[config.mk]
export PLATFORM = sky130hd
export DESIGN_NAME = rdmi_queue
export DESIGN_NICKNAME = d
export VERILOG_FILES = /design/src/sv/rdmi_pkg.sv /design/src/sv/rdmi_queue.sv
export SDC_FILE = /design/constraint.sdc
export NUM_CORES = 1
export LEC_CHECK = 0
export BUFFER_PORTS_ARGS = -buffer_cell sky130_fd_sc_hd__buf_2
export CORE_AREA = 2 2 67 82
export CTS_BUF_LIST = sky130_fd_sc_hd__clkbuf_16
export DETAILED_ROUTE_END_ITERATION = 8
export DIE_AREA = 0 0 69 84
export PLACE_DENSITY = 0.75
export SLEW_MARGIN = 20
export SYNTH_ARGS = -nofsm -noshare
export SYNTH_HDL_FRONTEND = slang
export SYNTH_SLANG_ARGS = --single-unit
[constraint.sdc]
create_clock -name clk_i -period 4.19 [get_ports clk_i]
set_input_delay 0.6285 -clock clk_i [delete_from_list [all_inputs] [get_ports clk_i]]
set_output_delay 0.6285 -clock clk_i [all_outputs]
set_load 0.01 [all_outputs]
[src/sv/rdmi_pkg.sv]
package rdmi_pkg;

  localparam int unsigned PixW = 16;
  localparam int unsigned KeyW = 12;
  localparam int unsigned BoostW = 12;
  localparam int unsigned CfgIdxW = 1;
  localparam logic [15:0] CacheEmpty = 16'hFFFF;
  localparam logic [15:0] CacheWhite = 16'hFFFE;

  typedef enum logic [CfgIdxW-1:0] {
    CfgInvertMode = 1'b0,
    CfgSatBoost   = 1'b1
  } cfg_idx_e;

  typedef struct packed {
    logic [15:0] pixel;
    logic        last;
    logic        smart;
    logic [11:0] key;
  } job_t;

  function automatic logic [11:0] key_of(logic [15:0] p);
    return {p[15:12], p[10:7], p[4:1]};
  endfunction

  function automatic logic [15:0] plain_invert(logic [15:0] p);
    logic [7:0] r8, g8, b8;
    r8 = ~{p[15:11], p[15:13]};
    g8 = ~{p[10:5], p[10:9]};
    b8 = ~{p[4:0], p[4:2]};
    return {r8[7:3], g8[7:2], b8[7:3]};
  endfunction

endpackage

[src/sv/rdmi_queue.sv]
module rdmi_queue import rdmi_pkg::*; #(
  parameter int unsigned Depth = 2
) (
  input  logic clk_i,
  input  logic rst_ni,
  input  logic push_i,
  input  job_t job_i,
  output logic full_o,
  output logic empty_o,
  input  logic pop_i,
  output job_t job_o
);
  localparam int unsigned PtrW = (Depth > 1) ? $clog2(Depth) : 1;

  job_t            mem_q [Depth];
  logic [PtrW-1:0] wr_q, rd_q;
  logic [PtrW:0]   cnt_q;

  function automatic logic [PtrW-1:0] inc(logic [PtrW-1:0] p);
    return (p == PtrW'(Depth - 1)) ? '0 : p + 1'b1;
  endfunction

  always_ff @(posedge clk_i or negedge rst_ni) begin
    if (!rst_ni) begin
      wr_q <= '0;
      rd_q <= '0;
      cnt_q <= '0;
    end else begin
      if (push_i) wr_q <= inc(wr_q);
      if (pop_i) rd_q <= inc(rd_q);
      cnt_q <= cnt_q + (PtrW+1)'(push_i) - (PtrW+1)'(pop_i);
    end
  end

  always_ff @(posedge clk_i) begin
    if (push_i) mem_q[wr_q] <= job_i;
  end

  assign full_o = cnt_q == (PtrW+1)'(Depth);
  assign empty_o = cnt_q == '0;
  assign job_o = mem_q[rd_q];

  assert property (@(posedge clk_i) disable iff (!rst_ni) !(push_i && full_o))
    else $error("queue overflow");
  assert property (@(posedge clk_i) disable iff (!rst_ni) !(pop_i && empty_o))
    else $error("queue underflow");
endmodule

==> results.sh <==
export IMPL_status="finished, final reports clean"
export IMPL_placed_area_um2=2760
export IMPL_cts_hold_buf=0
export IMPL_ys_seq_elements=64
export IMPL_p_per_area_nw_per_um2=723
export IMPL_grt_max_degree=32
export IMPL_met3_usage_pct=5.92
export IMPL_critPathLaunchType="register"
export IMPL_drive_gt1_share_pct=61.2
export IMPL_timing_rr_start="wr_q"
export IMPL_core_um2=5080
export IMPL_grt_met1_usage_pct=15.4
export IMPL_synth_cells=108
export IMPL_drt_initial_drc_count=58
export IMPL_synth_edf_count=60
export IMPL_rsz0062_at_grt="false"
export IMPL_areaGrowthSynthToFinish_pct=29.9
export IMPL_totalWireLength_um=3900
export IMPL_yosysWarnings=0
export IMPL_antenna_found_initial=0
export IMPL_clk_path_buf_depth=2
export IMPL_rows=29
export IMPL_grt_overflow_total=0
export IMPL_htree_levels=3
export IMPL_max_slew_margin_rel_pct=48.6
export IMPL_synth_async_reset_ratio_pct=6.25
export IMPL_postCtsSetupRepairBufs=0
export IMPL_portBuffers=65
export IMPL_vias_per_cell=4.76
export IMPL_syn_num_nets=144
export IMPL_synthFlopType="edfxtp_1"
export IMPL_cp_max_fo=31
export IMPL_peakVddDrop_uv=523
export IMPL_post_cts_resized=0
export IMPL_fill_cells=388
export IMPL_grt_pass1_vias=1290
export IMPL_setup_viol=0
export IMPL_synth_top_cell_by_area="edfxtp_1"
export IMPL_hold_viol_final=0
export IMPL_finClkSkew_ps=3.60
export IMPL_clk_pin_slew_worst_paths_ps=50
export IMPL_synth_most_common_cell="edfxtp_1"
export IMPL_first_pass_iters=4
export IMPL_cts_tree="yes"
export IMPL_final_min_clock_period_ps=2320
export IMPL_ys_top_cells_by_area="edfxtp_1 (76%), mux2_2 (14%), dfrtp_1 (4.2%)"
export IMPL_critPathArrivalTime_ps=1690
export IMPL_synth_area_um2=2370
export IMPL_post_drt_wl_per_cell_um=15.6
export IMPL_gr_max_usage_layer="met2"
export IMPL_cts_sinks=64
export IMPL_final_seq_area_um2=1900
export IMPL_gp_congestion=0.656
export IMPL_end_kind="output pin"
export IMPL_synth_common_cells="edfxtp_1 (60), mux2_2 (30), dfrtp_1 (4)"
export IMPL_grt_pass1_wl_um=6190
export IMPL_synth_top_area_share_pct=76.0
export IMPL_p_leak_uw=0.00121
export IMPL_post_route_period_util_pct=55.3
export IMPL_use_met2_pct=24.6
export IMPL_stdcell_area_um2=3080
export IMPL_seq_area_frac_synth_pct=80.3
export IMPL_cts_buffers=9
export IMPL_antenna_left=0
export IMPL_required_ps=3560
export IMPL_drc=0
export IMPL_critical_path_class="reg -> out"
export IMPL_rr_endpoint="mem_q[0][26]"
export IMPL_reg2reg_slack_ps=2460
export IMPL_post_layout_nonfiller_instances=250
export IMPL_synth_avg_cell_area_um2=21.9
export IMPL_antenna_cells=0
export IMPL_ioPinCount=66
export IMPL_cts_root_buffer="clkbuf_16"
export IMPL_cp_slowest_stage_delay_ps=800
export IMPL_die_y_um=84
export IMPL_final_nets=219
export IMPL_maxCapViolCount=0
export IMPL_rr_worst_depth=2
export IMPL_fmax_mhz=431
export IMPL_die_area_um2=5800
export IMPL_initial_utilization_pct=46.7
export IMPL_tns_ps=0
export IMPL_hpwl_um=2660
export IMPL_drv_slew=0
export IMPL_tightest_slew_ps=767
export IMPL_dr_total_vias=1189
export IMPL_grt_use_total_pct=14.7
export IMPL_synth_cell_types=11
export IMPL_die_x_um=69
export IMPL_hp_class="in -> async"
export IMPL_crit_chain="mux2_2, buf_2"
export IMPL_multi_input_area_um2=429
export IMPL_clk_latency_ps=320
export IMPL_dp_cells=234
export IMPL_crit_path_top_delay_cell="dfrtp_2"
==> worst max-delay path, delay by kind of cell (launching register included) <==
family | cells | cell delay (ps)
mux | 1 | 420
flops | 1 | 800
buf+inv | 1 | 140
==> worst max path at each step <==
stage	start	slack (ps)	depth (start not counted)	to
global placement	rd_q	1830	2	job_o[25]
detailed placement	push_i	2050	3	mem_q[0][10]
CTS	rd_q	1820	2	job_o[8]
floorplan	push_i	1780	1	mem_q[0][0]
finish	rd_q	1870	2	job_o[8]
global route	rd_q	1770	2	job_o[4]
==> metal layers <==
| metal | up-vias | wire length, um | part of all wire (%) |
|---|---|---|---|
| met5 | - | 0 | 0 |
| met4 | 0 | 106 | 2.7 |
| met3 | 7 | 188 | 4.8 |
| met2 | 36 | 2110 | 54 |
| met1 | 576 | 1490 | 38 |
| li1 | 570 | - | - |
==> where the power goes <==
group / internal, uW / switching (uW)
Clock: 520 / 261
Combinational: 267 / 232
Sequential: 854 / 91.2
==> cell families (layout without fill, tap and decap cells) <==
kind of cell | after synthesis | after routing | share of synthesized area [%]
xor+xnor | 3 | 3 | 1.74
fa+ha+maj | 2 | 2 | 1.06
simple gates | 4 | 4 | 0.950
flops | 64 | 64 | 80.3
buf+inv | 5 | 85 | 1.74
mux | 30 | 30 | 14.3
==> placed cells by master, fill, tap and decap left out <==
master       n
buf_2       65
edfxtp_1    60
mux2_2      30
clkbuf_16    9
dfrtp_1      3
inv_1        2
xor2_1       2
ha_1         2
clkinv_2     2
bufinv_16    2
buf_4        2
nor2b_2      1
nor2_1       1
xor3_1       1
nor2b_1      1
and2_1       1
inv_6        1
clkinvlp_4   1
clkinv_4     1
dfrtp_2      1
==> state kept, by name (all words and copies together) (netlist names) <==
| name | count |
|---|---|
| rd_q | 1 |
| mem_q | 60 |
| wr_q | 1 |
| cnt_q | 2 |
==> cell type report <==
type	instances	share of cell area [%]
Multi-Input combinational cell	39	13.9
Clock inverter	7	3.09
Sequential cell	64	61.8
Inverter	2	0.244
Timing Repair Buffer	67	11.1
Clock buffer	9	7.32
Tap cell	62	2.52
==> per-stage QoR <==
stage,hold WS (ps),utilization (%),power (uW),setup slack (ps)
after floorplan,333,-,1290,1780
after global placement,438,54.3,1450,1830
after detailed placement,442,54.3,1470,2050
after CTS,89.4,60.6,2260,1820
after global routing,98.9,60.6,2330,1770
final,103,60.6,2230,1870
Power figures use the tool's default switching activity.
